===== src/rtl/tnid_pkg.sv =====
package tnid_pkg;

    // Field widths
    localparam int COORD_W      = 18;
    localparam int DIFF_W       = COORD_W + 1;
    localparam int SQ_W         = 2 * COORD_W + 1;
    localparam int DIST_W       = SQ_W + 1;
    localparam int PIDX_W       = 10;
    localparam int WEIGHT_W     = 17;
    localparam int CNT_CFG_W    = 11;
    localparam int THR_W        = 16;
    localparam int CFG_IDX_W    = 2;
    localparam int CFG_DATA_W   = 16;
    localparam int NUM_NEAR     = 3;

    // Arithmetic unit widths and step counts
    localparam int ROOT_W       = 27;
    localparam int RECIP_W      = 47;
    localparam int DIVISOR_W    = 48;
    localparam int DIVIDEND_W   = 64;
    localparam int REM_W        = DIVISOR_W + 1;
    localparam int SQRT_STEPS   = 27;
    localparam int DIV_STEPS    = 64;
    localparam int STEP_CNT_W   = 7;
    localparam int RECIP_SHIFT  = 46;

    // Defaults
    localparam int MAX_POINTS_DEF = 1024;
    localparam logic [CNT_CFG_W-1:0] POINT_COUNT_RST = 11'd1024;
    localparam logic [THR_W-1:0]     MATCH_THR_RST   = 16'd43;
    localparam logic [WEIGHT_W-1:0]  WEIGHT_ONE      = 17'd65536;
    localparam logic [WEIGHT_W-1:0]  WEIGHT_THIRD    = 17'd21845;

    // Register indexes
    localparam logic [CFG_IDX_W-1:0] REG_POINT_COUNT = 2'd0;
    localparam logic [CFG_IDX_W-1:0] REG_MATCH_THR   = 2'd1;

    // Commands
    localparam logic CMD_LOAD  = 1'b0;
    localparam logic CMD_QUERY = 1'b1;

    typedef enum logic {
        OP_SQRT = 1'b0,
        OP_DIV  = 1'b1
    } arith_op_t;

    typedef struct packed {
        logic      start;
        arith_op_t op;
    } arith_ctl_t;

endpackage


===== src/rtl/tnid_arith.sv =====
module tnid_arith (
    input  logic                                clk,
    input  logic                                rst_n,
    input  tnid_pkg::arith_ctl_t                ctl,
    input  logic [tnid_pkg::DIVIDEND_W-1:0]     opa,
    input  logic [tnid_pkg::DIVISOR_W-1:0]      opb,
    output logic                                done,
    output logic [tnid_pkg::DIVIDEND_W-1:0]     result
);
    import tnid_pkg::*;

    logic                     busy_reg;
    logic                     done_reg;
    logic [STEP_CNT_W-1:0]    cnt_reg;
    arith_op_t                op_reg;
    logic [DIVIDEND_W-1:0]    shreg_reg;
    logic [REM_W-1:0]         rem_reg;
    logic [DIVIDEND_W-1:0]    acc_reg;
    logic [DIVISOR_W-1:0]     dvs_reg;

    logic [REM_W-1:0]         rem_shift;
    logic [REM_W-1:0]         trial;
    logic                     fits;
    logic [STEP_CNT_W-1:0]    last_step;

    // Form the shifted remainder and trial value for one step
    always_comb
    begin
        if (op_reg == OP_SQRT)
        begin
            rem_shift = {rem_reg[REM_W-3:0], shreg_reg[DIVIDEND_W-1 -: 2]};
            trial     = {acc_reg[REM_W-3:0], 2'b01};
            last_step = STEP_CNT_W'(SQRT_STEPS - 1);
        end
        else
        begin
            rem_shift = {rem_reg[REM_W-2:0], shreg_reg[DIVIDEND_W-1]};
            trial     = {1'b0, dvs_reg};
            last_step = STEP_CNT_W'(DIV_STEPS - 1);
        end
        fits = (rem_shift >= trial);
    end

    // Sequence the steps
    always_ff @(posedge clk or negedge rst_n)
    begin
        if (!rst_n)
        begin
            busy_reg <= 1'b0;
            done_reg <= 1'b0;
            cnt_reg  <= '0;
        end
        else
        begin
            done_reg <= 1'b0;
            if (ctl.start)
            begin
                busy_reg <= 1'b1;
                cnt_reg  <= '0;
            end
            else if (busy_reg)
            begin
                cnt_reg <= cnt_reg + 1'b1;
                if (cnt_reg == last_step)
                begin
                    busy_reg <= 1'b0;
                    done_reg <= 1'b1;
                end
            end
        end
    end

    // Load operands and advance one digit per cycle
    always_ff @(posedge clk)
    begin
        if (ctl.start)
        begin
            op_reg    <= ctl.op;
            shreg_reg <= (ctl.op == OP_SQRT) ? (opa << 10) : opa;
            dvs_reg   <= opb;
            rem_reg   <= '0;
            acc_reg   <= '0;
        end
        else if (busy_reg)
        begin
            shreg_reg <= (op_reg == OP_SQRT) ? (shreg_reg << 2) : (shreg_reg << 1);
            rem_reg   <= fits ? (rem_shift - trial) : rem_shift;
            acc_reg   <= {acc_reg[DIVIDEND_W-2:0], fits};
        end
    end

    assign done   = done_reg;
    assign result = acc_reg;

    a_no_restart: assert property (@(posedge clk) disable iff (!rst_n)
        busy_reg |-> !ctl.start) else $error("arith start while busy");
    a_done_after_busy: assert property (@(posedge clk) disable iff (!rst_n)
        done_reg |-> $past(busy_reg)) else $error("arith done without run");
    a_cnt_bound: assert property (@(posedge clk) disable iff (!rst_n)
        busy_reg |-> (cnt_reg <= STEP_CNT_W'(DIV_STEPS - 1))) else $error("arith count overrun");

endmodule

===== config.mk =====
export PLATFORM = sky130hd
export DESIGN_NAME = tnid_arith
export DESIGN_NICKNAME = d
export VERILOG_FILES = /design/src/rtl/tnid_pkg.sv /design/src/rtl/tnid_arith.sv
export SDC_FILE = /design/constraint.sdc
export NUM_CORES = 1
export LEC_CHECK = 0
export BUFFER_PORTS_ARGS = -buffer_cell sky130_fd_sc_hd__buf_2
export CELL_PAD_IN_SITES_DETAIL_PLACEMENT = 0
export CELL_PAD_IN_SITES_GLOBAL_PLACEMENT = 1
export CORE_ASPECT_RATIO = 0.75
export CORE_MARGIN = 2
export CORE_UTILIZATION = 44
export DETAILED_ROUTE_END_ITERATION = 8
export GPL_ROUTABILITY_DRIVEN = 0
export PLACE_DENSITY_LB_ADDON = 0.15
export SYNTH_ARGS = -nofsm -noshare
export SYNTH_HDL_FRONTEND = slang
export SYNTH_SLANG_ARGS = --single-unit

===== constraint.sdc =====
create_clock -name clk -period 13.25 [get_ports clk]
set_input_delay 1.325 -clock clk [delete_from_list [all_inputs] [get_ports clk]]
set_output_delay 1.325 -clock clk [all_outputs]
set_load 0.01 [all_outputs]

; After elaboration in Yosys (flattened, before gate mapping)
; Cells that the tools add are included.
[totals]
reg_bits = 234
latch_bits = 0
ramBits = 0
romBits = 0
in_bits = 116
out_inout_bits = 65
elab_cells = 29
mem_count = 0
[op_classes]
n_addsub = 2
multipliers = 0
div = 0
magnitude_cmp = 1
n_eq_ne = 1
shifts = 0
muxes = 16
bitwise = 0
n_reduce_logical = 1
[op_table]
columns = operator, n
row1 = 64-bit two-way mux, 4
row2 = 49-bit two-way mux, 2
row3 = 49-bit greater-or-equal comparator, 1
row4 = 48-bit two-way mux, 1
row5 = 48-bit subtractor, 1
row6 = 7-bit two-way mux, 2
row7 = 7-bit by 1-bit adder with 7-bit output (second input constant), 1
row8 = 7-bit == test, 1
row9 = 1-bit two-way mux, 6
row10 = 6-bit two-way mux, 1
row11 = 2-bit nonzero test, 1

; Depth between registers and ports, before layout
; Gate-level depths: netlist (run 1).
[logic_depth]
depth_word = 5
ltp_mapped = 18
mapped_depth_nobuf = 13

; Worst setup path after synthesis (run 1)
; Ideal clock, no wire load.
[synth_path]
path_kind = register to register
start = reg op_reg
end = reg rem_reg[42]
setup_time_ns = 0.132
arrival_time_ns = 4.152
required_ns = 13.118
slack_ns = 8.966
stages_incl_launch_ff = 16
path_buffers = 4
synth_period_minus_slack_ns = 4.284
cell_sequence = edfxtp_1 -> clkbuf_1 -> clkbuf_1 -> clkbuf_1 -> buf_1 -> nand2_1 -> fa_1 -> a211oi_2 -> o21ai_0 -> a21oi_1 -> o22ai_1 -> o211ai_1 -> a211oi_1 -> or3_1 -> o21ai_0 -> a21oi_1
[synth_via]
elab_chain_cells = 3
elab_cells_between_ends = 5
cone_classes = add/sub: 1 / order compare: 1 / mux: 3
[synth_rtl]
columns = item, line
row1 = start: declaration, tnid_arith.sv:15  ; arith_op_t op_reg;
row2 = start signal: assignment, tnid_arith.sv:78  ; op_reg <= ctl.op;
row3 = 49-bit two-way mux, tnid_arith.sv:29  ; if (op_reg == OP_SQRT)
row4 = 48-bit subtractor / 49-bit greater-or-equal comparator (equally long branches), "tnid_arith.sv:87, tnid_arith.sv:41"
row5 = 48-bit two-way mux (*), tnid_arith.sv:87  ; rem_reg <= fits ? (rem_shift - trial) : rem_shift;
row6 = end signal: assignment, tnid_arith.sv:87
row7 = end: declaration, tnid_arith.sv:17  ; logic [REM_W-1:0] rem_reg;
; Mark *: on every way between the ends. The rest lies on a longest branch, timed or not.
; A chain may end at the register's enable or synchronous reset.

; Final worst setup path (run 1)
[layout_path]
start = reg op_reg
end = reg rem_reg[41]
; The elaborated chain is that of the path after synthesis.

==> summary.txt, run 1 <==
Synth
  – Synth Warn #: 0
  – EDFF count, synth: 113
  – Main synth FF type: edfxtp_1
  – Post-synthesis sequential area ratio: 41.4%
  – Syn_nets: 1,633
  – Syn_area_per_cell: 9.66 sq um
  – Mapped Area: 14,200 sq um
  – FFs w/ async S/R, synth: 3.85%
  – Syn Inst Count: 1,466
  – Synth cell types: 72
  – #FFs+latches synth: 234

Layout
  – Fillcell total: 2,948
  – Antenna cells: 0
  – Final core utilization: 51.0%
  – Nets: 1,745
  – Area grow syn2layout: 13.4%
  – Proportion of layout cells with a drive suffix above 1: 18.8%
  – Non-Filler Instances: 2,003

STA
  – Final Hold Vio Count: 0
  – Clock Skew: 37.3 ps
  – Max Fclk: 161 MHz
  – RSZ-0062 raised after global routing: no
  – Final setup violation count: 0
  – Relative slew slack: 24.7%
  – Final Max Slew Viols: 0
  – Hold slack: 489 ps
  – Final worst path period share: 46.8%
  – Worst slew pin tran: 1130 ps
  – Setup TNS: 0 ps
  – Period minus WS final: 6200 ps

Clock network
  – Max H-tree Level: 1
  – CTS Buf Count: 25
  – Post-CTS resize count: 0
  – CTS max path bufs: 3
  – CTS sink count: 234
  – CTS clk-pin slew, worst paths: 60 ps
  – CTS tree: done
  – Cts hold-fix bufs: 0
  – Clock latency on the worst-skew pair: 560 ps
  – CTS Root Buffer Type: clkbuf_16
  – Post-CTS setup repair buffer count: 0

Routing
  – Routed wl met3: 1800 um
  – Final WL: 37,000 um
  – DRC violations left: 0
  – 1st-pass router iterations: 5
  – Drt via density: 5.66
  – Max Used Layer: met4
  – Post-Route M1 WL: 19,500 um
  – Antenna-violating nets left: 0
  – DRT iter0 DRCs: 795
  – Met2 WL: 15,300 um
  – Vias post-DR: 11,332
  – Routed length per instance: 18.5 um

Die
  – Core box area: 31,500 sq um
  – Die Wd: 211 um
  – Total die area: 33,600 sq um
  – Die H: 159 um
  – Core Rows: 56
  – Initial core utilization: 45.0%
  – Io pins: 181

Run
  – Max-Cap Viols: 0

Placement
  – Inst Count DP: 1,957
  – Port bufs: 180
  – Detail Placement HPWL: 26,400 um

Hold path
  – Hold path depth: 2
  – Hold worst-path end: rem_reg[1]$_SDFFE_PP0P_
  – Hold_sp: rem_reg[1]$_SDFFE_PP0P_
  – Hold Path Class: reg -> reg

Critical path
  – Critical path class: reg -> reg
  – R2R Setup Slk: 7050 ps
  – Reg2Reg Depth: 11
  – CP required: 13,690 ps
  – Arr. time, crit path: 6640 ps
  – RR Endpoint: rem_reg[41]$_SDFFE_PP0P_
  – Crit path max fanout: 54
  – Worst setup EP type: flop
  – Critical Path Start Type: flop
  – Worst r2r src: op_reg$_DFFE_PP_

Global route
  – Total grt overflow: 0
  – Global-route wire length before repair: 60,200 um
  – Total GRT Usage: 21.8%
  – Vias in the first global route: 10,982
  – Initial antenna violation count: 0
  – Largest net degree at the start of global routing: 95

Power
  – Pwr Density: 185 nW/um^2
  – VDD IR-drop max: 84.9 uV
  – Static Leak: 7.15 nW
  – Overall Power: 2.97 mW

Run status
  – Status: completed
==> how the worst max path moves through the flow <==
stage | slack (ps) | startpoint | to | cells past startpoint
5_1_grt | 6580 | op_reg$_DFFE_PP_ | rem_reg[41]$_SDFFE_PP0P_ | 12
3_3_place_gp | 7260 | op_reg$_DFFE_PP_ | rem_reg[31]$_SDFFE_PP0P_ | 13
6_report | 7050 | op_reg$_DFFE_PP_ | rem_reg[41]$_SDFFE_PP0P_ | 11
4_1_cts | 7060 | op_reg$_DFFE_PP_ | rem_reg[41]$_SDFFE_PP0P_ | 11
3_5_place_dp | 7080 | op_reg$_DFFE_PP_ | rem_reg[33]$_SDFFE_PP0P_ | 11
2_1_floorplan | 8970 | op_reg$_DFFE_PP_ | rem_reg[42]$_SDFFE_PP0P_ | 15
==> synth_stat cells, types with 23 or more instances <==
master	n	area, sq um
a211oi_1	78	586
a21oi_1	155	776
buf_1	23	86.3
clkbuf_1	59	221
dfxtp_1	112	2240
edfxtp_1	113	3390
ha_1	50	626
mux2_2	51	574
mux2i_1	178	1780
nand2_1	73	274
nor2_1	151	567
nor2b_1	57	357
o21ai_0	57	285
==> where the power goes <==
group	switching, mW	leakage (nW)	internal (mW)	total, mW
Sequential	0.0548	2.19	0.854	0.909
Clock	0.300	0.420	0.434	0.734
Combinational	0.798	4.55	0.531	1.33
Total	1.15	7.15	1.82	2.97
==> critical path, stage by stage (launching register included) <==
cell,delay (ps)
edfxtp_1,720
buf_4,710
buf_4,730
mux2_2,420
ha_1,470
nand4_2,230
nor4_2,360
nand3_1,180
a2111o_1,420
nand2_1,800
nand2_1,600
o21ai_0,330
==> stage by stage <==
step                worst slack (ps)  cell area, sq um
CTS                             7060             16100
floorplan                       8970             14200
global route                    6580             16100
finish                          7050             16100
global placement                7260             15200
detailed placement              7080             15200
==> cells by family (layout without fill, tap and decap cells) <==
kind of cell	count (synthesis)	after routing	synth area share, %
buffers and inverters	130	261	3.99
multiplexers	229	229	16.6
flip-flops	234	234	41.4
XOR/XNOR	40	40	2.47
adder cells (fa/ha/maj)	51	51	4.56
AO/OA/AOI/OAI	397	397	17.9
AND/OR/NAND/NOR	385	385	13.1
==> routing by layer <==
layer	GRT usage, %	vias up
met2	31.3	252
met1	34.7	5388
met4	3.59	0
met5	0	-
li1	-	5659
met3	3.16	33
==> cells in the final DEF, fill, tap and decap left out, types with 26 or more instances in the layout <==
master / instances
dfxtp_1: 112
clkbuf_16: 26
a211oi_1: 78
a21oi_1: 155
mux2i_1: 178
nand2_1: 73
buf_2: 179
ha_1: 50
o21ai_0: 57
edfxtp_1: 113
nor2_1: 151
mux2_2: 51
nor2b_1: 57
==> final cells by class <==
type                    instances  area (sq um)  share of cell area [%]
clock buffers                  39           759                    4.73
clock inverters                 7          97.6                   0.608
inverters                      22          82.6                   0.514
multi-input cells            1102          7730                    48.2
flip-flops and latches        234          5860                    36.5
well taps                     406           508                    3.16
repair buffers                193          1010                    6.28
(Power assumes the default switching activity.)
==> run 2, diff against run 1 <==
Settings changed: CORE_UTILIZATION 44 to 41.
Clock period 13.25 ns to 5.6 ns, I/O delays scaled along.
==> summary.txt, run 2 (same netlist as run 1, synthesis figures left out) <==
Clock network
  – Post-CTS setup repair buffer count: 0 (unchanged)
  – CTS max path bufs: 3 (unchanged)
  – CTS tree: done
  – CTS Buf Count: 26 (+4.0%)
  – Post-CTS resize count: 0 (unchanged)
  – Clock latency on the worst-skew pair: 560 ps (about the same)
  – CTS clk-pin slew, worst paths: 60 ps (about the same)
  – CTS sink count: 234 (unchanged)
  – CTS Root Buffer Type: clkbuf_16
  – Max H-tree Level: 1 (unchanged)

Power
  – VDD IR-drop max: 204 uV (+140%)
  – Static Leak: 7.17 nW (+0.22%)
  – Pwr Density: 435 nW/um^2 (+140%)

Critical path
  – Critical Path Max Stage Delay: 460 ps (-340 ps)
  – Worst setup EP type: flop
  – Critical Path Start Type: flop
  – Slowest library cell on the worst path: buf_4
  – Arr. time, crit path: 4720 ps (-1920 ps)
  – CP most frequent cell: a21oi_1
  – Crit path max fanout: 32 (-41%)
  – CP required: 5990 ps (-7700 ps)
  – Crit path cell chain: buf_4 -> mux2i_1 -> ha_1 -> inv_1 -> fa_1 -> a211oi_2 -> o21ai_0 -> a21oi_1 -> o22ai_1 -> o211ai_1 -> a21oi_1 -> or3_1 -> nand3_1 -> a21oi_1
  – Critical path class: reg -> reg

Global route
  – Total grt overflow: 0 (unchanged)
  – Global route hottest layer: met1
  – Largest net degree at the start of global routing: 138 (+45%)
  – Met2 Resource Use GR: 29.1% (-2.3 points)
  – Grt met3 use: 3.09% (-0.062 points)
  – Initial antenna violation count: 1 (+1)
  – Global-route wire length before repair: 59,700 um (-0.95%)
  – Vias in the first global route: 10,688 (-2.7%)
  – Grt met1 use: 32.9% (-1.8 points)
  – Total GRT Usage: 20.7% (-1.2 points)

Routing
  – DRC violations left: 0 (unchanged)
  – Vias post-DR: 11,461 (+1.1%)
  – DRT iter0 DRCs: 803 (+1.0%)
  – Routed length per instance: 18.5 um (about the same)
  – Antenna-violating nets left: 0 (unchanged)
  – 1st-pass router iterations: 5 (unchanged)
  – Drt via density: 5.57 (-1.5%)
  – Final WL: 38,000 um (+2.6%)

STA
  – Final Worst Setup Slack: 1270 ps (-5770 ps)
  – Period minus WS final: 4330 ps (-1880 ps)
  – Final Hold Vio Count: 0 (unchanged)
  – Worst slew pin tran: 964 ps (-166 ps)
  – Clock Skew: 18.0 ps (-19.3 ps)
  – RSZ-0062 raised after global routing: no
  – Relative slew slack: 35.7% (+11 points)
  – Max Fclk: 231 MHz (+43%)
  – Hold slack: 175 ps (-314 ps)
  – Final worst path period share: 77.3% (+30 points)
  – Final Max Slew Viols: 0 (unchanged)
  – Setup TNS: 0 ps (unchanged)
  – Final setup violation count: 0 (unchanged)

Layout
  – Fillcell total: 3,275 (+11%)
  – Antenna cells: 0 (unchanged)
  – Nets: 1,753 (+0.46%)
  – Commonest non-fill, non-tap cell in the layout: buf_2
  – Area grow syn2layout: 13.8%
  – Most frequent cells in the layout: buf_2 (179), mux2i_1 (178), a21oi_1 (155), nor2_1 (151), edfxtp_1 (113)
  – Proportion of layout cells with a drive suffix above 1: 19.2% (+0.33 points)
  – Multi-input combinational cell area: 7730 sq um (unchanged)
  – Reg area: 5860 sq um (unchanged)

Die
  – Die H: 165 um (+3.5%)
  – Io pins: 181 (unchanged)
  – Core Rows: 58 (+3.6%)
  – Core box area: 33,700 sq um (+7.3%)
  – Die Wd: 219 um (+3.5%)
  – Initial core utilization: 42.0% (-3.0 points)
  – Total die area: 36,100 sq um (+7.2%)

Run status
  – Status: completed

Placement
  – Detail Placement HPWL: 27,200 um (+2.9%)
  – Setup WS pre-CTS: 1350 ps (-5730 ps)
  – Port bufs: 180 (unchanged)

Hold path
  – Hold Path Class: in -> reg

Run
  – Max-Cap Viols: 0 (unchanged)
==> run 2: routing by layer <==
metal | part of all wire [%] | vias up
li1 | - | 5675
met1 | 52 | 5463
met2 | 41 | 282
met3 | 5.1 | 39
met4 | 1.5 | 2
met5 | 0.034 | -
==> run 2: layout make-up <==
cell class	count	area share (%)
Multi-Input combinational cell	1102	48.0
Sequential cell	234	36.4
Timing Repair Buffer	200	6.60
Clock buffer	39	4.65
Tap cell	450	3.49
Inverter	22	0.512
Clock inverter	9	0.365
==> run 2: final timing paths <==
check	startpoint	end	slack (ps)	cells past startpoint
worst max-delay path	op_reg$_DFFE_PP_	rem_reg[34]$_SDFFE_PP0P_	1270	14
worst min-delay path	opb[19]	dvs_reg[19]$_DFFE_PP_	180	1
worst max register to register	op_reg$_DFFE_PP_	rem_reg[34]$_SDFFE_PP0P_	1270	14
worst min register to register	rem_reg[19]$_SDFFE_PP0P_	rem_reg[19]$_SDFFE_PP0P_	480	2
min in group asynchronous	rst_n	cnt_reg[0]$_DFFE_PN0P_	440	2
max in group asynchronous	rst_n	busy_reg$_DFF_PN0_	4940	2
==> run 2: what timing repair did <==
action,4_1_cts,5_1_grt
hold buffers,1,0
hold endpoints to repair,9,0
setup endpoints to repair,0,0
==> run 2: critical path: cells and delay by family (launching register included) <==
family | cells | cell delay [ps]
mux | 1 | 320
buf+inv | 2 | 520
fa+ha+maj | 2 | 620
flops | 1 | 390
simple gates | 2 | 490
compound gates | 7 | 1810
==> run 2: through the flow <==
| step | power [mW] | instances | area [sq um] | utilization (%) |
|---|---|---|---|---|
| floorplan | 4.62 | 1466 | 14200 | - |
| finish | 7.01 | 2056 | 16100 | 47.8 |
| detailed placement | 5.35 | 2007 | 15300 | 45.3 |
| global route | 7.50 | 2056 | 16100 | 47.8 |
| CTS | 7.02 | 2056 | 16100 | 47.8 |
| global placement | 5.35 | 2007 | 15300 | 45.3 |
==> run 2: report_power, final <==
group / internal, mW / leakage, nW / switching, mW / total [mW]
registers: 2.02 / 2.19 / 0.126 / 2.15
clock network: 0.925 / 0.402 / 0.711 / 1.64
logic: 1.29 / 4.58 / 1.94 / 3.23
total: 4.23 / 7.17 / 2.78 / 7.01
==> run 3, diff against run 2 <==
Settings changed: CORE_UTILIZATION 41 to 44.
Clock period 5.6 ns to 4.03 ns, I/O delays scaled along.
==> summary.txt, run 3 (same netlist as run 1, synthesis figures left out) <==
Layout
  – Proportion of layout cells with a drive suffix above 1: 21.6% (+2.4 points)
  – Multi-input combinational cell area: 7750 sq um (+0.26%)
  – Reg area: 5860 sq um (unchanged)
  – Commonest non-fill, non-tap cell in the layout: buf_2
  – Area grow syn2layout: 16.3%
  – Final core utilization: 52.3% (+4.6 points)
  – Fillcell total: 2,972 (-9.3%)
  – Most frequent cells in the layout: buf_2 (179), mux2i_1 (178), a21oi_1 (154), nor2_1 (151), edfxtp_1 (113)
  – Nets: 1,795 (+2.4%)

Critical path
  – RR Endpoint: rem_reg[36]$_SDFFE_PP0P_
  – Critical Path Start Type: flop
  – Arr. time, crit path: 4270 ps (-450 ps)
  – CP required: 4450 ps (-1540 ps)
  – Worst r2r src: op_reg$_DFFE_PP_
  – R2R Setup Slk: 180 ps (-1090 ps)
  – Crit path max fanout: 25 (-22%)
  – Worst setup EP type: flop
  – Reg2Reg Depth: 13 (-1)
  – Critical path class: reg -> reg

Hold path
  – Hold_sp: opb[44]
  – Hold Path Class: in -> reg
  – Hold worst-path end: dvs_reg[44]$_DFFE_PP_
  – Hold path depth: 1 (unchanged)

STA
  – Final setup violation count: 0 (unchanged)
  – RSZ-0062 raised after global routing: no
  – Final Max Slew Viols: 0 (unchanged)
  – Worst slew pin tran: 957 ps (-6.81 ps)
  – Clock Skew: 10.4 ps (-7.59 ps)
  – Final worst path period share: 95.5% (+18 points)
  – Max Fclk: 260 MHz (+12%)
  – Setup TNS: 0 ps (unchanged)
  – Relative slew slack: 36.2% (+0.45 points)
  – Period minus WS final: 3850 ps (-479 ps)
  – Final Hold Vio Count: 0 (unchanged)

Power
  – Clk pwr share: 23.0% (-0.3 points)
  – Switch share: 38.8% (-0.84 points)
  – Static Leak: 7.39 nW (+3.1%)
  – VDD IR-drop max: 340 uV (+67%)
  – Cell Int Power: 6.15 mW (+45%)
  – P_sw: 3.90 mW (+40%)
  – Pwr Density: 611 nW/um^2 (+40%)
  – Combinational share of power: 47.3% (+1.3 points)
  – Sequential Power Share: 29.7% (-0.9 points)

Routing
  – DRC violations left: 0 (unchanged)
  – Final WL: 37,300 um (-1.9%)
  – Routed length per instance: 18.2 um (-1.8%)
  – Antenna-violating nets left: 0 (unchanged)
  – Vias post-DR: 11,509 (+0.42%)
  – DRT iter0 DRCs: 961 (+20%)
  – 1st-pass router iterations: 5 (unchanged)
  – Drt via density: 5.60 (+0.52%)

Global route
  – Global-route wire length before repair: 59,500 um (-0.21%)
  – Total GRT Usage: 21.8% (+1.1 points)
  – Initial antenna violation count: 2 (+1)
  – Largest net degree at the start of global routing: 85 (-38%)
  – Total grt overflow: 0 (unchanged)
  – Vias in the first global route: 10,920 (+2.2%)

Die
  – Core box area: 31,500 sq um (-6.8%)
  – Total die area: 33,600 sq um (-6.7%)
  – Core Rows: 56 (-3.4%)
  – Initial core utilization: 45.0% (+3.0 points)
  – Die Wd: 211 um (-3.4%)
  – Die H: 159 um (-3.4%)
  – Io pins: 181 (unchanged)

Clock network
  – Clock latency on the worst-skew pair: 540 ps (-20 ps)
  – CTS Root Buffer Type: clkbuf_16
  – CTS max path bufs: 3 (unchanged)
  – CTS sink count: 234 (unchanged)
  – Max H-tree Level: 1 (unchanged)
  – CTS Buf Count: 25 (-3.8%)
  – CTS clk-pin slew, worst paths: 60 ps (about the same)
  – CTS tree: done

Run
  – Max-Cap Viols: 0 (unchanged)

Run status
  – Status: completed

Placement
  – Port bufs: 180 (unchanged)
  – Detail Placement HPWL: 27,100 um (-0.33%)
-- run 3: worst max-delay path: stages (launching register included) --
cell	delay [ps]
edfxtp_1	400
buf_4	180
buf_12	190
mux2_2	370
ha_1	370
nand4_2	230
nor4_2	370
nand3_1	170
a2111o_1	410
nand2_1	100
buf_4	310
mux2_2	380
a22oi_1	170
a21oi_1	60
-- run 3: how the worst max path moves through the flow --
stage / start / end / slack [ps]
after floorplan: op_reg$_DFFE_PP_ / rem_reg[31]$_SDFFE_PP0P_ / 80
after global placement: op_reg$_DFFE_PP_ / rem_reg[31]$_SDFFE_PP0P_ / 190
after detailed placement: op_reg$_DFFE_PP_ / rem_reg[34]$_SDFFE_PP0P_ / 150
after CTS: op_reg$_DFFE_PP_ / rem_reg[34]$_SDFFE_PP0P_ / 110
after global routing: op_reg$_DFFE_PP_ / rem_reg[45]$_SDFFE_PP0P_ / 4
final: op_reg$_DFFE_PP_ / rem_reg[36]$_SDFFE_PP0P_ / 180
-- run 3: metrics by stage --
stage	hold slack (ps)	power [mW]	cells	setup WS (ps)	cell area (sq um)
6_report	32.5	10.1	2054	183	16500
4_1_cts	8.38	10.0	2052	105	16400
5_1_grt	8.77	10.7	2053	3.65	16500
2_1_floorplan	107	6.42	1466	79.1	14200
3_3_place_gp	269	7.69	2005	186	15600
3_5_place_dp	267	7.68	2005	149	15600
-- run 3: cell type report --
cell class,instances,share of cell area [%]
antenna,1,0.0152
clock buffer,32,4.20
clock inverter,14,0.752
inverter,22,0.502
multi-input combinational,1102,47.1
sequential,234,35.6
tap,406,3.09
timing repair buffer,243,8.74
-- run 3: power by group through the flow --
stage | Sequential, mW | Clock, mW | Combinational, mW
2_1_floorplan | 2.97 | 0 | 3.45
3_3_place_gp | 3.03 | 0 | 4.66
3_5_place_dp | 3.03 | 0 | 4.65
4_1_cts | 2.98 | 2.38 | 4.68
5_1_grt | 3.02 | 2.47 | 5.24
6_report | 2.98 | 2.31 | 4.76
-- run 3: per-layer routing --
metal,share of wire (%),GRT usage (%)
met2,41,31.2
met3,5.7,3.94
met4,1.4,3.75
met5,0.035,0
met1,52,34.1
-- run 3: repair_timing --
item / 4_1_cts / 5_1_grt
setup endpoints to repair: 0 / 14
endpoints found under the hold margin: 9 / 0
hold buffers: 1 / 0
gates resized for setup: 0 / 6
buffers inserted: 0 / 1
